## config.mk

```make
export PLATFORM = sky130hd
export DESIGN_NAME = weighted_live_fraction_top
export DESIGN_NICKNAME = d
export VERILOG_FILES = /design/src/rtl/wlf_pkg.sv /design/src/rtl/wlf_divider.sv /design/src/rtl/wlf_accum.sv /design/src/rtl/weighted_live_fraction_top.sv
export VERILOG_INCLUDE_DIRS = /design/src /design/src/rtl
export SDC_FILE = /design/constraint.sdc
export NUM_CORES = 2
export LEC_CHECK = 0
export ABC_AREA = 1
export CAP_MARGIN = 20
export CORE_ASPECT_RATIO = 2
export CORE_MARGIN = 2
export CORE_UTILIZATION = 55
export CTS_BUF_LIST = sky130_fd_sc_hd__clkbuf_4 sky130_fd_sc_hd__clkbuf_8
export DETAILED_ROUTE_END_ITERATION = 16
export DONT_BUFFER_PORTS = 1
export GPL_TIMING_DRIVEN = 1
export PLACE_DENSITY = 0.7
export SLEW_MARGIN = 20
export SYNTH_ARGS = -nofsm -noshare
export SYNTH_HDL_FRONTEND = slang
export SYNTH_HIERARCHICAL = 1
export SYNTH_SLANG_ARGS = --single-unit
```

## constraint.sdc

```tcl
create_clock -name aclk -period 15.2 [get_ports aclk]
set_input_delay 0.76 -clock aclk [delete_from_list [all_inputs] [get_ports aclk]]
set_output_delay 0.76 -clock aclk [all_outputs]
set_load 0.01 [all_outputs]
```

## src/rtl/weighted_live_fraction_top_macros.svh

```systemverilog
// Assertion macros for the weighted live fraction block.
// Used by weighted_live_fraction_top; expects aclk and aresetn in scope.
`ifndef WEIGHTED_LIVE_FRACTION_TOP_MACROS_SVH
`define WEIGHTED_LIVE_FRACTION_TOP_MACROS_SVH

// Same-cycle implication.
`define WLF_ASSERT_NOW(lbl, ante, cons, msg) \
    lbl: assert property (@(posedge aclk) disable iff (!aresetn) (ante) |-> (cons)) \
        else $error(msg);

// Next-cycle implication.
`define WLF_ASSERT_NEXT(lbl, ante, cons, msg) \
    lbl: assert property (@(posedge aclk) disable iff (!aresetn) (ante) |=> (cons)) \
        else $error(msg);

`endif

```

## src/rtl/wlf_pkg.sv

```systemverilog
// Shared constants and types for the weighted live fraction block.
// No dependencies.
package wlf_pkg;

    localparam int FRAC_BITS = 16;
    localparam int QW        = FRAC_BITS + 1;   // fraction incl. the 1.0 bit
    localparam int NUM_SLOTS = 3564;

    localparam int SLOT_W = 12;
    localparam int BUSY_W = 24;
    localparam int LUM_W  = 32;
    localparam int TURN_W = 32;
    localparam int WSUM_W = 61;
    localparam int LSUM_W = 44;
    localparam int PROD_W = LUM_W + QW;
    localparam int DIV_W  = (LSUM_W > TURN_W) ? LSUM_W : TURN_W;
    localparam int CNT_W  = $clog2(QW + 1);

    localparam logic [QW-1:0] ONE_FX = QW'(1) << FRAC_BITS;

    // Accumulator controls from the sequencer.
    typedef struct packed {
        logic load_prod;  // register lum * live
        logic prod_hi;    // 0: live_lo operand, 1: live_hi operand
        logic add_lo;     // add product into low sum
        logic add_hi;     // add product into high sum and lum into lum sum
        logic clear;      // zero all sums
    } acc_ctl_t;

endpackage

```

## src/rtl/wlf_divider.sv

```systemverilog
// Radix-2 restoring divider, one quotient bit per cycle, QW bits per run.
// Depends on wlf_pkg.
module wlf_divider (
    input  logic                      aclk,
    input  logic                      aresetn,
    input  logic                      start,
    input  logic [wlf_pkg::DIV_W-1:0] rem_init,
    input  logic [wlf_pkg::QW-1:0]    low_init,
    input  logic [wlf_pkg::DIV_W-1:0] divisor,
    output logic                      busy,
    output logic                      done,
    output logic [wlf_pkg::QW-1:0]    quotient
);
    import wlf_pkg::*;

    logic [DIV_W-1:0] rem_reg, rem_next;
    logic [DIV_W-1:0] div_reg;
    logic [QW-1:0]    low_reg, q_reg;
    logic [CNT_W-1:0] cnt_reg;
    logic             done_reg;
    logic [DIV_W:0]   shifted;
    logic             ge;

    // one shared compare/subtract step
    always_comb begin
        shifted  = {rem_reg, low_reg[QW-1]};
        ge       = shifted >= {1'b0, div_reg};
        rem_next = ge ? DIV_W'(shifted - {1'b0, div_reg}) : DIV_W'(shifted);
    end

    always_ff @(posedge aclk) begin
        if (!aresetn) begin
            cnt_reg  <= '0;
            done_reg <= 1'b0;
        end else begin
            done_reg <= 1'b0;
            if (start) begin
                cnt_reg <= CNT_W'(QW);
            end else if (cnt_reg != '0) begin
                cnt_reg  <= cnt_reg - 1'b1;
                done_reg <= (cnt_reg == CNT_W'(1));
            end
        end
    end

    always_ff @(posedge aclk) begin
        if (start) begin
            rem_reg <= rem_init;
            low_reg <= low_init;
            div_reg <= divisor;
        end else if (cnt_reg != '0) begin
            rem_reg <= rem_next;
            low_reg <= low_reg << 1;
            q_reg   <= {q_reg[QW-2:0], ge};
        end
    end

    assign busy     = (cnt_reg != '0);
    assign done     = done_reg;
    assign quotient = q_reg;

endmodule

```

## src/rtl/wlf_accum.sv

```systemverilog
// Luminosity-weighted accumulators: one shared multiplier, saturating sums.
// Depends on wlf_pkg.
module wlf_accum (
    input  logic                       aclk,
    input  logic                       aresetn,
    input  wlf_pkg::acc_ctl_t          ctl,
    input  logic [wlf_pkg::LUM_W-1:0]  lum,
    input  logic [wlf_pkg::QW-1:0]     live_lo,
    input  logic [wlf_pkg::QW-1:0]     live_hi,
    output logic [wlf_pkg::WSUM_W-1:0] wsum_lo,
    output logic [wlf_pkg::WSUM_W-1:0] wsum_hi,
    output logic [wlf_pkg::LSUM_W-1:0] lsum
);
    import wlf_pkg::*;

    logic [PROD_W-1:0] prod_reg;
    logic [WSUM_W-1:0] wsum_lo_reg, wsum_hi_reg;
    logic [LSUM_W-1:0] lsum_reg;
    logic [WSUM_W:0]   sum_lo, sum_hi;
    logic [LSUM_W:0]   sum_l;

    always_comb begin
        sum_lo = {1'b0, wsum_lo_reg} + (WSUM_W+1)'(prod_reg);
        sum_hi = {1'b0, wsum_hi_reg} + (WSUM_W+1)'(prod_reg);
        sum_l  = {1'b0, lsum_reg} + (LSUM_W+1)'(lum);
    end

    always_ff @(posedge aclk) begin
        if (ctl.load_prod) begin
            prod_reg <= lum * (ctl.prod_hi ? live_hi : live_lo);
        end
    end

    // carry out of the sum means saturate to all ones
    always_ff @(posedge aclk) begin
        if (!aresetn || ctl.clear) begin
            wsum_lo_reg <= '0;
            wsum_hi_reg <= '0;
            lsum_reg    <= '0;
        end else begin
            if (ctl.add_lo) begin
                wsum_lo_reg <= sum_lo[WSUM_W] ? '1 : sum_lo[WSUM_W-1:0];
            end
            if (ctl.add_hi) begin
                wsum_hi_reg <= sum_hi[WSUM_W] ? '1 : sum_hi[WSUM_W-1:0];
                lsum_reg    <= sum_l[LSUM_W] ? '1 : sum_l[LSUM_W-1:0];
            end
        end
    end

    assign wsum_lo = wsum_lo_reg;
    assign wsum_hi = wsum_hi_reg;
    assign lsum    = lsum_reg;

endmodule

```

## src/rtl/weighted_live_fraction_top.sv

```systemverilog
// Top level of the weighted live fraction block: sequencer, config, output beat.
// Depends on wlf_pkg, wlf_divider, wlf_accum and the assertion macro header.
//
//  channel | dir | handshake              | payload
//  --------+-----+------------------------+----------------------------------------
//  s_      | in  | s_valid / s_ready      | slot, busy low/high, luminosity, last
//  m_      | out | m_valid / m_ready      | live low/high, average low/high, valid
//  cfg_    | in  | cfg_valid / cfg_ready  | cfg_turn_count (turn count register)
//
// Work per beat: two runs of the shared divider plus multiply/accumulate; a beat
//   marked last adds the two average divisions on the same divider.
// s_ready is high only while the sequencer is idle; one beat is in work at a time.
// A finished result waits in the output register; the next input beat is taken
//   while it waits, and the sequencer stalls before its own output only if the
//   previous result is still untaken.
// Reset (aresetn low, synchronous) clears the sums, the turn count and control.
// cfg_ready is always high; write the turn count only while the block is idle.
`include "weighted_live_fraction_top_macros.svh"

module weighted_live_fraction_top (
    input  logic                       aclk,
    input  logic                       aresetn,
    // configuration
    input  logic                       cfg_valid,
    output logic                       cfg_ready,
    input  logic [wlf_pkg::TURN_W-1:0] cfg_turn_count,
    // input beats
    input  logic                       s_valid,
    output logic                       s_ready,
    input  logic [wlf_pkg::SLOT_W-1:0] s_slot_number,
    input  logic [wlf_pkg::BUSY_W-1:0] s_busy_low,
    input  logic [wlf_pkg::BUSY_W-1:0] s_busy_high,
    input  logic [wlf_pkg::LUM_W-1:0]  s_luminosity,
    input  logic                       s_last_slot,
    // result beats
    output logic                       m_valid,
    input  logic                       m_ready,
    output logic [wlf_pkg::QW-1:0]     m_live_low,
    output logic [wlf_pkg::QW-1:0]     m_live_high,
    output logic [wlf_pkg::QW-1:0]     m_average_low,
    output logic [wlf_pkg::QW-1:0]     m_average_high,
    output logic                       m_average_valid
);
    import wlf_pkg::*;

    localparam int CMP_W = (WSUM_W > LSUM_W + QW) ? WSUM_W : LSUM_W + QW;

    typedef enum logic [9:0] {
        ST_IDLE    = 10'b0000000001,
        ST_LIVE_LO = 10'b0000000010,
        ST_LIVE_HI = 10'b0000000100,
        ST_MUL_LO  = 10'b0000001000,
        ST_ACC_LO  = 10'b0000010000,
        ST_ACC_HI  = 10'b0000100000,
        ST_AVG_PRE = 10'b0001000000,
        ST_AVG_LO  = 10'b0010000000,
        ST_AVG_HI  = 10'b0100000000,
        ST_DONE    = 10'b1000000000
    } state_t;

    state_t state_reg, state_next;

    // config register
    logic [TURN_W-1:0] turn_reg;

    // captured input beat
    logic [SLOT_W-1:0] slot_reg;
    logic [BUSY_W-1:0] busy_lo_reg, busy_hi_reg;
    logic [LUM_W-1:0]  lum_reg;
    logic              last_reg;

    // intermediate results
    logic [QW-1:0] live_lo_reg, live_lo_next;
    logic [QW-1:0] live_hi_reg, live_hi_next;
    logic [QW-1:0] avg_lo_reg, avg_lo_next;
    logic [QW-1:0] avg_hi_reg, avg_hi_next;
    logic          clamp_lo_reg, clamp_lo_next;
    logic          clamp_hi_reg, clamp_hi_next;

    // output register
    logic          m_valid_reg, m_valid_next;
    logic [QW-1:0] m_live_lo_reg, m_live_hi_reg, m_avg_lo_reg, m_avg_hi_reg;
    logic          m_avg_valid_reg;
    logic          out_load;

    // divider hookup
    logic              div_start, div_busy, div_done;
    logic [DIV_W-1:0]  div_rem_init, div_divisor;
    logic [QW-1:0]     div_low_init, div_q;

    // accumulator hookup
    acc_ctl_t          acc_ctl;
    logic [WSUM_W-1:0] wsum_lo, wsum_hi;
    logic [LSUM_W-1:0] lsum;

    logic              accept, in_range, include_slot;
    logic [TURN_W-1:0] diff_in, diff_hi;

    assign accept    = s_valid && s_ready;
    assign s_ready   = (state_reg == ST_IDLE);
    assign cfg_ready = 1'b1;

    assign in_range     = {1'b0, slot_reg} < (SLOT_W+1)'(NUM_SLOTS);
    assign include_slot = in_range && (slot_reg != '0);

    assign diff_in = turn_reg - TURN_W'(s_busy_low);
    assign diff_hi = turn_reg - TURN_W'(busy_hi_reg);

    // zero turns -> 1.0, busy beyond turns -> 0, slot out of range -> 0
    function automatic logic [QW-1:0] live_pick(input logic [TURN_W-1:0] turn,
                                                input logic [BUSY_W-1:0] busy,
                                                input logic              ok,
                                                input logic [QW-1:0]     q);
        logic [QW-1:0] res;
        if (!ok) begin
            res = '0;
        end else if (turn == '0) begin
            res = ONE_FX;
        end else if (TURN_W'(busy) > turn) begin
            res = '0;
        end else begin
            res = q;
        end
        return res;
    endfunction

    // clamp or quotient above 1.0 -> 1.0 (clamp also covers an empty luminosity sum)
    function automatic logic [QW-1:0] avg_pick(input logic          clamp,
                                               input logic [QW-1:0] q);
        logic [QW-1:0] res;
        if (clamp || (q > ONE_FX)) begin
            res = ONE_FX;
        end else begin
            res = q;
        end
        return res;
    endfunction

    always_comb begin
        state_next    = state_reg;
        live_lo_next  = live_lo_reg;
        live_hi_next  = live_hi_reg;
        avg_lo_next   = avg_lo_reg;
        avg_hi_next   = avg_hi_reg;
        clamp_lo_next = clamp_lo_reg;
        clamp_hi_next = clamp_hi_reg;
        div_start     = 1'b0;
        div_rem_init  = DIV_W'(diff_in >> 1);
        div_low_init  = {diff_in[0], FRAC_BITS'(0)};
        div_divisor   = DIV_W'(turn_reg);
        acc_ctl       = '0;
        out_load      = 1'b0;

        unique case (state_reg)
            ST_IDLE: begin
                // live_lo = ((turn - busy) << FRAC) / turn
                if (accept) begin
                    div_start  = 1'b1;
                    state_next = ST_LIVE_LO;
                end
            end
            ST_LIVE_LO: begin
                div_rem_init = DIV_W'(diff_hi >> 1);
                div_low_init = {diff_hi[0], FRAC_BITS'(0)};
                if (div_done) begin
                    live_lo_next = live_pick(turn_reg, busy_lo_reg, in_range, div_q);
                    div_start    = 1'b1;
                    state_next   = ST_LIVE_HI;
                end
            end
            ST_LIVE_HI: begin
                if (div_done) begin
                    live_hi_next = live_pick(turn_reg, busy_hi_reg, in_range, div_q);
                    state_next   = ST_MUL_LO;
                end
            end
            ST_MUL_LO: begin
                acc_ctl.load_prod = 1'b1;
                state_next        = ST_ACC_LO;
            end
            ST_ACC_LO: begin
                acc_ctl.add_lo    = include_slot;
                acc_ctl.load_prod = 1'b1;
                acc_ctl.prod_hi   = 1'b1;
                state_next        = ST_ACC_HI;
            end
            ST_ACC_HI: begin
                acc_ctl.add_hi = include_slot;
                state_next     = last_reg ? ST_AVG_PRE : ST_DONE;
            end
            ST_AVG_PRE: begin
                // quotient >= 2^QW is clamped without dividing
                clamp_lo_next = CMP_W'(wsum_lo) >= (CMP_W'(lsum) << QW);
                clamp_hi_next = CMP_W'(wsum_hi) >= (CMP_W'(lsum) << QW);
                div_rem_init  = DIV_W'(wsum_lo >> QW);
                div_low_init  = wsum_lo[QW-1:0];
                div_divisor   = DIV_W'(lsum);
                div_start     = 1'b1;
                state_next    = ST_AVG_LO;
            end
            ST_AVG_LO: begin
                div_rem_init = DIV_W'(wsum_hi >> QW);
                div_low_init = wsum_hi[QW-1:0];
                div_divisor  = DIV_W'(lsum);
                if (div_done) begin
                    avg_lo_next = avg_pick(clamp_lo_reg, div_q);
                    div_start   = 1'b1;
                    state_next  = ST_AVG_HI;
                end
            end
            ST_AVG_HI: begin
                if (div_done) begin
                    avg_hi_next   = avg_pick(clamp_hi_reg, div_q);
                    acc_ctl.clear = 1'b1;
                    state_next    = ST_DONE;
                end
            end
            ST_DONE: begin
                // hold until the output register is free
                if (!m_valid_reg || m_ready) begin
                    out_load   = 1'b1;
                    state_next = ST_IDLE;
                end
            end
            default: begin
                state_next = ST_IDLE;
            end
        endcase
    end

    always_comb begin
        m_valid_next = m_valid_reg;
        if (out_load) begin
            m_valid_next = 1'b1;
        end else if (m_ready) begin
            m_valid_next = 1'b0;
        end
    end

    always_ff @(posedge aclk) begin
        if (!aresetn) begin
            state_reg   <= ST_IDLE;
            turn_reg    <= '0;
            m_valid_reg <= 1'b0;
        end else begin
            state_reg   <= state_next;
            m_valid_reg <= m_valid_next;
            if (cfg_valid && cfg_ready) begin
                turn_reg <= cfg_turn_count;
            end
        end
    end

    always_ff @(posedge aclk) begin
        if (accept) begin
            slot_reg    <= s_slot_number;
            busy_lo_reg <= s_busy_low;
            busy_hi_reg <= s_busy_high;
            lum_reg     <= s_luminosity;
            last_reg    <= s_last_slot;
        end
        live_lo_reg  <= live_lo_next;
        live_hi_reg  <= live_hi_next;
        avg_lo_reg   <= avg_lo_next;
        avg_hi_reg   <= avg_hi_next;
        clamp_lo_reg <= clamp_lo_next;
        clamp_hi_reg <= clamp_hi_next;
        if (out_load) begin
            m_live_lo_reg   <= live_lo_reg;
            m_live_hi_reg   <= live_hi_reg;
            m_avg_lo_reg    <= last_reg ? avg_lo_reg : '0;
            m_avg_hi_reg    <= last_reg ? avg_hi_reg : '0;
            m_avg_valid_reg <= last_reg;
        end
    end

    wlf_divider u_div (
        .aclk     (aclk),
        .aresetn  (aresetn),
        .start    (div_start),
        .rem_init (div_rem_init),
        .low_init (div_low_init),
        .divisor  (div_divisor),
        .busy     (div_busy),
        .done     (div_done),
        .quotient (div_q)
    );

    wlf_accum u_acc (
        .aclk    (aclk),
        .aresetn (aresetn),
        .ctl     (acc_ctl),
        .lum     (lum_reg),
        .live_lo (live_lo_reg),
        .live_hi (live_hi_reg),
        .wsum_lo (wsum_lo),
        .wsum_hi (wsum_hi),
        .lsum    (lsum)
    );

    assign m_valid         = m_valid_reg;
    assign m_live_low      = m_live_lo_reg;
    assign m_live_high     = m_live_hi_reg;
    assign m_average_low   = m_avg_lo_reg;
    assign m_average_high  = m_avg_hi_reg;
    assign m_average_valid = m_avg_valid_reg;

    // divider is never restarted mid-run
    `WLF_ASSERT_NOW(a_div_start_idle, div_start, !div_busy, "divider restarted while busy")

    // divider finishes only in a state that waits for it
    `WLF_ASSERT_NOW(a_div_done_state, div_done,
        (state_reg == ST_LIVE_LO) || (state_reg == ST_LIVE_HI) ||
        (state_reg == ST_AVG_LO) || (state_reg == ST_AVG_HI),
        "divider result arrived in a state not waiting for it")

    // fractions delivered never exceed 1.0
    `WLF_ASSERT_NOW(a_out_range, m_valid,
        (m_live_low <= ONE_FX) && (m_live_high <= ONE_FX) &&
        (m_average_low <= ONE_FX) && (m_average_high <= ONE_FX),
        "output fraction above 1.0")

    // sums are cleared after the averages are taken
    `WLF_ASSERT_NEXT(a_sum_clear, (state_reg == ST_AVG_HI) && div_done,
        (lsum == '0) && (wsum_lo == '0) && (wsum_hi == '0),
        "sums not cleared after last slot")

endmodule
```

==> impl_metrics.yaml, run 1 <==
clock_tree:
  clockBufferDepth: 3
  cts_hold_buf: 95
  post_cts_buffers: 0
  root_buffer: "clkbuf_8"
  cts_resized: 0
  cts_sinks: 618
  cts_inserted_buffers: 95
  ctsHtreeMaxLevel: 3
floorplanning:
  start_util_pct: 55.3
  num_io_pins: 202
  die_y_um: 487
  rows: 177
  die_x_um: 246
synthesis:
  synthArstFlopShare_pct: 0
  ys_seq_area_share_pct: 25.5
  synth-edff-count: 403
  yosys_warnings: 6
  synth_top_area_share_pct: 18.8
  netlist_top_cells_area: "edfxtp_1, nand2_1, fa_1"
  yosysTopAreaCell: "edfxtp_1"
  ys_seq_elements: 618
  ys.flop_type: "edfxtp_1"
  synth_cell_types: 66
  syn_nets: 10115
  syn-mean-instance-area_um2: 7.08
  netlist_instances: 9069
  netlist_area_um2: 64200
place:
  routabilityCongestion: 1.16
  post-dp-hpwl_um: 236000
  portBuffers: 0
grt:
  grt_pass1_vias: 66526
  track_usage_pct: 50.7
  overflow: 3
  grt_pass1_wl_um: 436000
  grt_max_degree: 85
status:
  outcome: "aborted with a tool error"
  error: "[ERROR GRT-0116] Global routing finished with congestion. Check the congestion regions in the DRC Viewer."
  lastStage: "global routing"
kinds of logic after synthesis:
kind of cell,share of synthesized area [%]
AND/OR/NAND/NOR,27.9
buffers and inverters,12.3
AO/OA/AOI/OAI,8.40
adder cells (fa/ha/maj),23.2
flip-flops,25.5
XOR/XNOR,2.62
other,0.00584
metal layers:
metal	global-route usage, %	GRT overflow
met1	44.0	0
met2	83.6	2
met3	16.4	0
met4	61.7	1
met5	0.331	0
through the flow:
stage                     worst slack [ns]  hold WS, ns  area (µm²)  std cells  util [%]
after floorplan                       6.41        0.417       64200       9069         -
after global placement                5.98        0.436       65700      10458      56.6
after CTS                             5.76       0.0147       69000      10734      59.5
after detailed placement              5.89        0.435       65700      10459      56.7
Yosys cell counts (all sizes together), types with 8 or more instances:
cell type,instances
o21ai,357
o21bai,46
a21oi,430
dfxtp,215
o21a,12
a21boi,8
fa,455
ha,461
edfxtp,403
buf,62
inv,1850
nor2,1041
or2,43
nand4,91
a31oi,32
nand3,412
clkbuf,132
nand3b,68
a21o,15
nor3,70
clkinv,10
xnor2,84
xor2,108
a22o,23
nand2,2552
nor4,41
==> run 2, diff against run 1 <==
--- a/config.mk
+++ b/config.mk
@@ -8,14 +8,12 @@
 export LEC_CHECK = 0
 export ABC_AREA = 1
 export CAP_MARGIN = 20
-export CORE_ASPECT_RATIO = 2
 export CORE_MARGIN = 2
-export CORE_UTILIZATION = 55
-export CTS_BUF_LIST = sky130_fd_sc_hd__clkbuf_4 sky130_fd_sc_hd__clkbuf_8
+export CORE_UTILIZATION = 40
 export DETAILED_ROUTE_END_ITERATION = 16
 export DONT_BUFFER_PORTS = 1
 export GPL_TIMING_DRIVEN = 1
-export PLACE_DENSITY = 0.7
+export PLACE_DENSITY_LB_ADDON = 0.15
 export SLEW_MARGIN = 20
 export SYNTH_ARGS = -nofsm -noshare
 export SYNTH_HDL_FRONTEND = slang
==> run 2 against run 1 <==
Compared with the run above:
- the flow now finishes without violations
- synthesized area did not move
- synthesized cell count did not move
==> impl_metrics.yaml, run 2 <==
clock_tree:
  clk_latency_ns: 0.73
  clkTransAtPathRegs_ns: 0.06
  root_buffer: "clkbuf_16"
  post_cts_buffers: 0
  cts_resized: 0
  clockBufferDepth: 3
  cts_sinks: 618
  cts_hold_buf: 0
  ctsHtreeMaxLevel: 3
  cts_inserted_buffers: 79
  cts_tree: "done"
worst_setup_path:
  startpoint: "state_reg[8]$_SDFFE_PN0P_"
  endpoint_kind: "flip-flop"
  critPathKind: "reg -> reg"
  critPathMaxFanout: 35
  r2r_slack_ns: 6.42
  cp_data_required_time_ns: 15.65
  arrival_ns: 9.22
  rr_startpoint: "state_reg[8]$_SDFFE_PN0P_"
  r2r_end: "u_acc/prod_reg[42]$_DFFE_PP_"
  cp-endpoint: "u_acc/prod_reg[42]$_DFFE_PP_"
  cp-start-kind: "flip-flop"
  reg2regPathDepth: 27
route:
  antenna_left: 0
  drt_wl_total_um: 271000
  vias: 59265
  vias_per_cell: 5.30
  wl_met1_um: 107000
  maxUsedRoutingLayer: "met5"
  wire_per_inst_um: 24.3
  drc: 0
  wl_met2_um: 133000
  drt_iter0_markers: 4691
  drtPass1Iterations: 6
  route.met3.wl_um: 15000
grt:
  antenna_found_initial: 11
  track_usage_pct: 33.0
  grt_pass1_vias: 60144
  overflow: 0
  grt_max_degree: 80
  grt_pass1_wl_um: 395000
floorplanning:
  die_area_um2: 164000
  die_y_um: 405
  rows: 147
  die_x_um: 405
  start_util_pct: 40.1
  coreArea_um2: 160000
  num_io_pins: 202
synthesis:
  ys_seq_area_share_pct: 25.5
  synthArstFlopShare_pct: 0
  ys_top_cells_by_count: "nand2_1, inv_1, nor2_1, ha_1, fa_1"
  ys_seq_elements: 618
  syn-mean-instance-area_um2: 7.08
  syn_nets: 10115
  yosysTopAreaCell: "edfxtp_1"
  synth_most_common_cell: "nand2_1"
  synth_top_area_share_pct: 18.8
  yosys_warnings: 6
  synth_cell_types: 66
  synth-edff-count: 403
  netlist_instances: 9069
  netlist_top_cells_area: "edfxtp_1, nand2_1, fa_1"
  ys.flop_type: "edfxtp_1"
  netlist_area_um2: 64200
cells_and_area:
  regArea_um2: 16400
  mostFrequentLayoutCells: "nand2_1, inv_1, nor2_1, ha_1, fa_1"
  syn2layout_area_growth_pct: 7.84
  multi_input_area_um2: 40000
  final_util_pct: 43.3
  fillers: 16786
  final_net_count: 10076
  mostFrequentLayoutCell: "nand2_1"
  drive_gt1_share_pct: 4.39
sta:
  rsz0062_at_grt: "no"
  hold_viol_final: 0
  max_freq_mhz: 114
  finalClockSkew_ns: 0.0564
  timing.final.crit_share_pct: 57.7
  slew_viol_final: 0
  slew_headroom_pct: 30.5
  setup_ws_ns: 6.42
  setup_viol_count_final: 0
  hold_slack_ns: 0.125
  period_needed_ns: 8.78
  tns_ns: 0
  worstMarginPinSlew_ns: 1.04
worst_hold_path:
  hold_start: "s_busy_low[7]"
  hp-class: "in -> reg"
status:
  outcome: "finished, final reports clean"
job:
  cap_violations: 0
place:
  routabilityCongestion: 1.01
  portBuffers: 0
  post-dp-hpwl_um: 225000
  dp_slack_ns: 6.53
[run 2: cell counts after synthesis]
Identical to the previous run, type by type.
[run 2: layout make-up]
| type | instances | area share (%) |
|---|---|---|
| inverters | 1860 | 10.1 |
| flip-flops and latches | 618 | 23.7 |
| clock inverters | 48 | 0.781 |
| repair buffers | 74 | 0.802 |
| well taps | 2086 | 3.77 |
| diodes | 3 | 0.0108 |
| multi-input cells | 6397 | 57.7 |
| clock buffers | 97 | 3.12 |
[run 2: worst max-delay path: stages (launching register included)]
cell     delay, ns
dfxtp_1       0.37
nor2_4        0.09
buf_4         0.37
inv_1         0.20
nor3_2        0.22
buf_4         0.27
inv_1         0.26
or2_2         0.34
nand2_1       0.37
inv_1         0.57
nand2_1       0.24
fa_1          0.43
inv_1         0.08
fa_1          0.47
fa_1          0.53
fa_1          0.52
fa_1          0.55
inv_1         0.06
fa_1          0.67
inv_1         0.07
ha_1          0.52
nand2_1       0.15
nor2_1        0.19
inv_1         0.09
nor4_1        0.40
nand4_1       0.16
nand3_1       0.19
xor2_1        0.08
[run 2: metal layers]
metal	track usage, %	vias to the layer above
li1	-	28086
met1	39.1	28600
met3	4.28	584
met4	17.5	12
met5	0	-
met2	58.1	1983
[run 2: kinds of logic after synthesis]
logic type,Yosys count,synth area share (%)
fa+ha+maj,916,23.2
xor+xnor,192,2.62
flops,618,25.5
compound gates,952,8.40
buf+inv,2054,12.3
other cells,1,0.00584
simple gates,4336,27.9
[run 2: how the worst min path moves through the flow]
stage | cells past startpoint | slack, ns | endpoint
global route | 0 | 0.09 | busy_hi_reg[10]$_DFFE_PP_
global placement | 0 | 0.44 | m_live_high[4]$_DFFE_PP_
CTS | 0 | 0.06 | busy_hi_reg[9]$_DFFE_PP_
detailed placement | 0 | 0.43 | m_live_high[4]$_DFFE_PP_
finish | 0 | 0.13 | busy_lo_reg[7]$_DFFE_PP_
floorplan | 0 | 0.42 | m_live_low[0]$_DFFE_PP_
[run 2: metrics by stage]
| step | area, µm² | cells |
|---|---|---|
| after detailed placement | 66500 | 11035 |
| final | 69200 | 11183 |
| after floorplan | 64200 | 9069 |
| after global placement | 66500 | 11035 |
| after global routing | 69200 | 11180 |
| after CTS | 69200 | 11180 |
Power of run 2 is not shown: default switching activity piles up to over one toggle a cycle in this logic, so the estimate is an artifact.
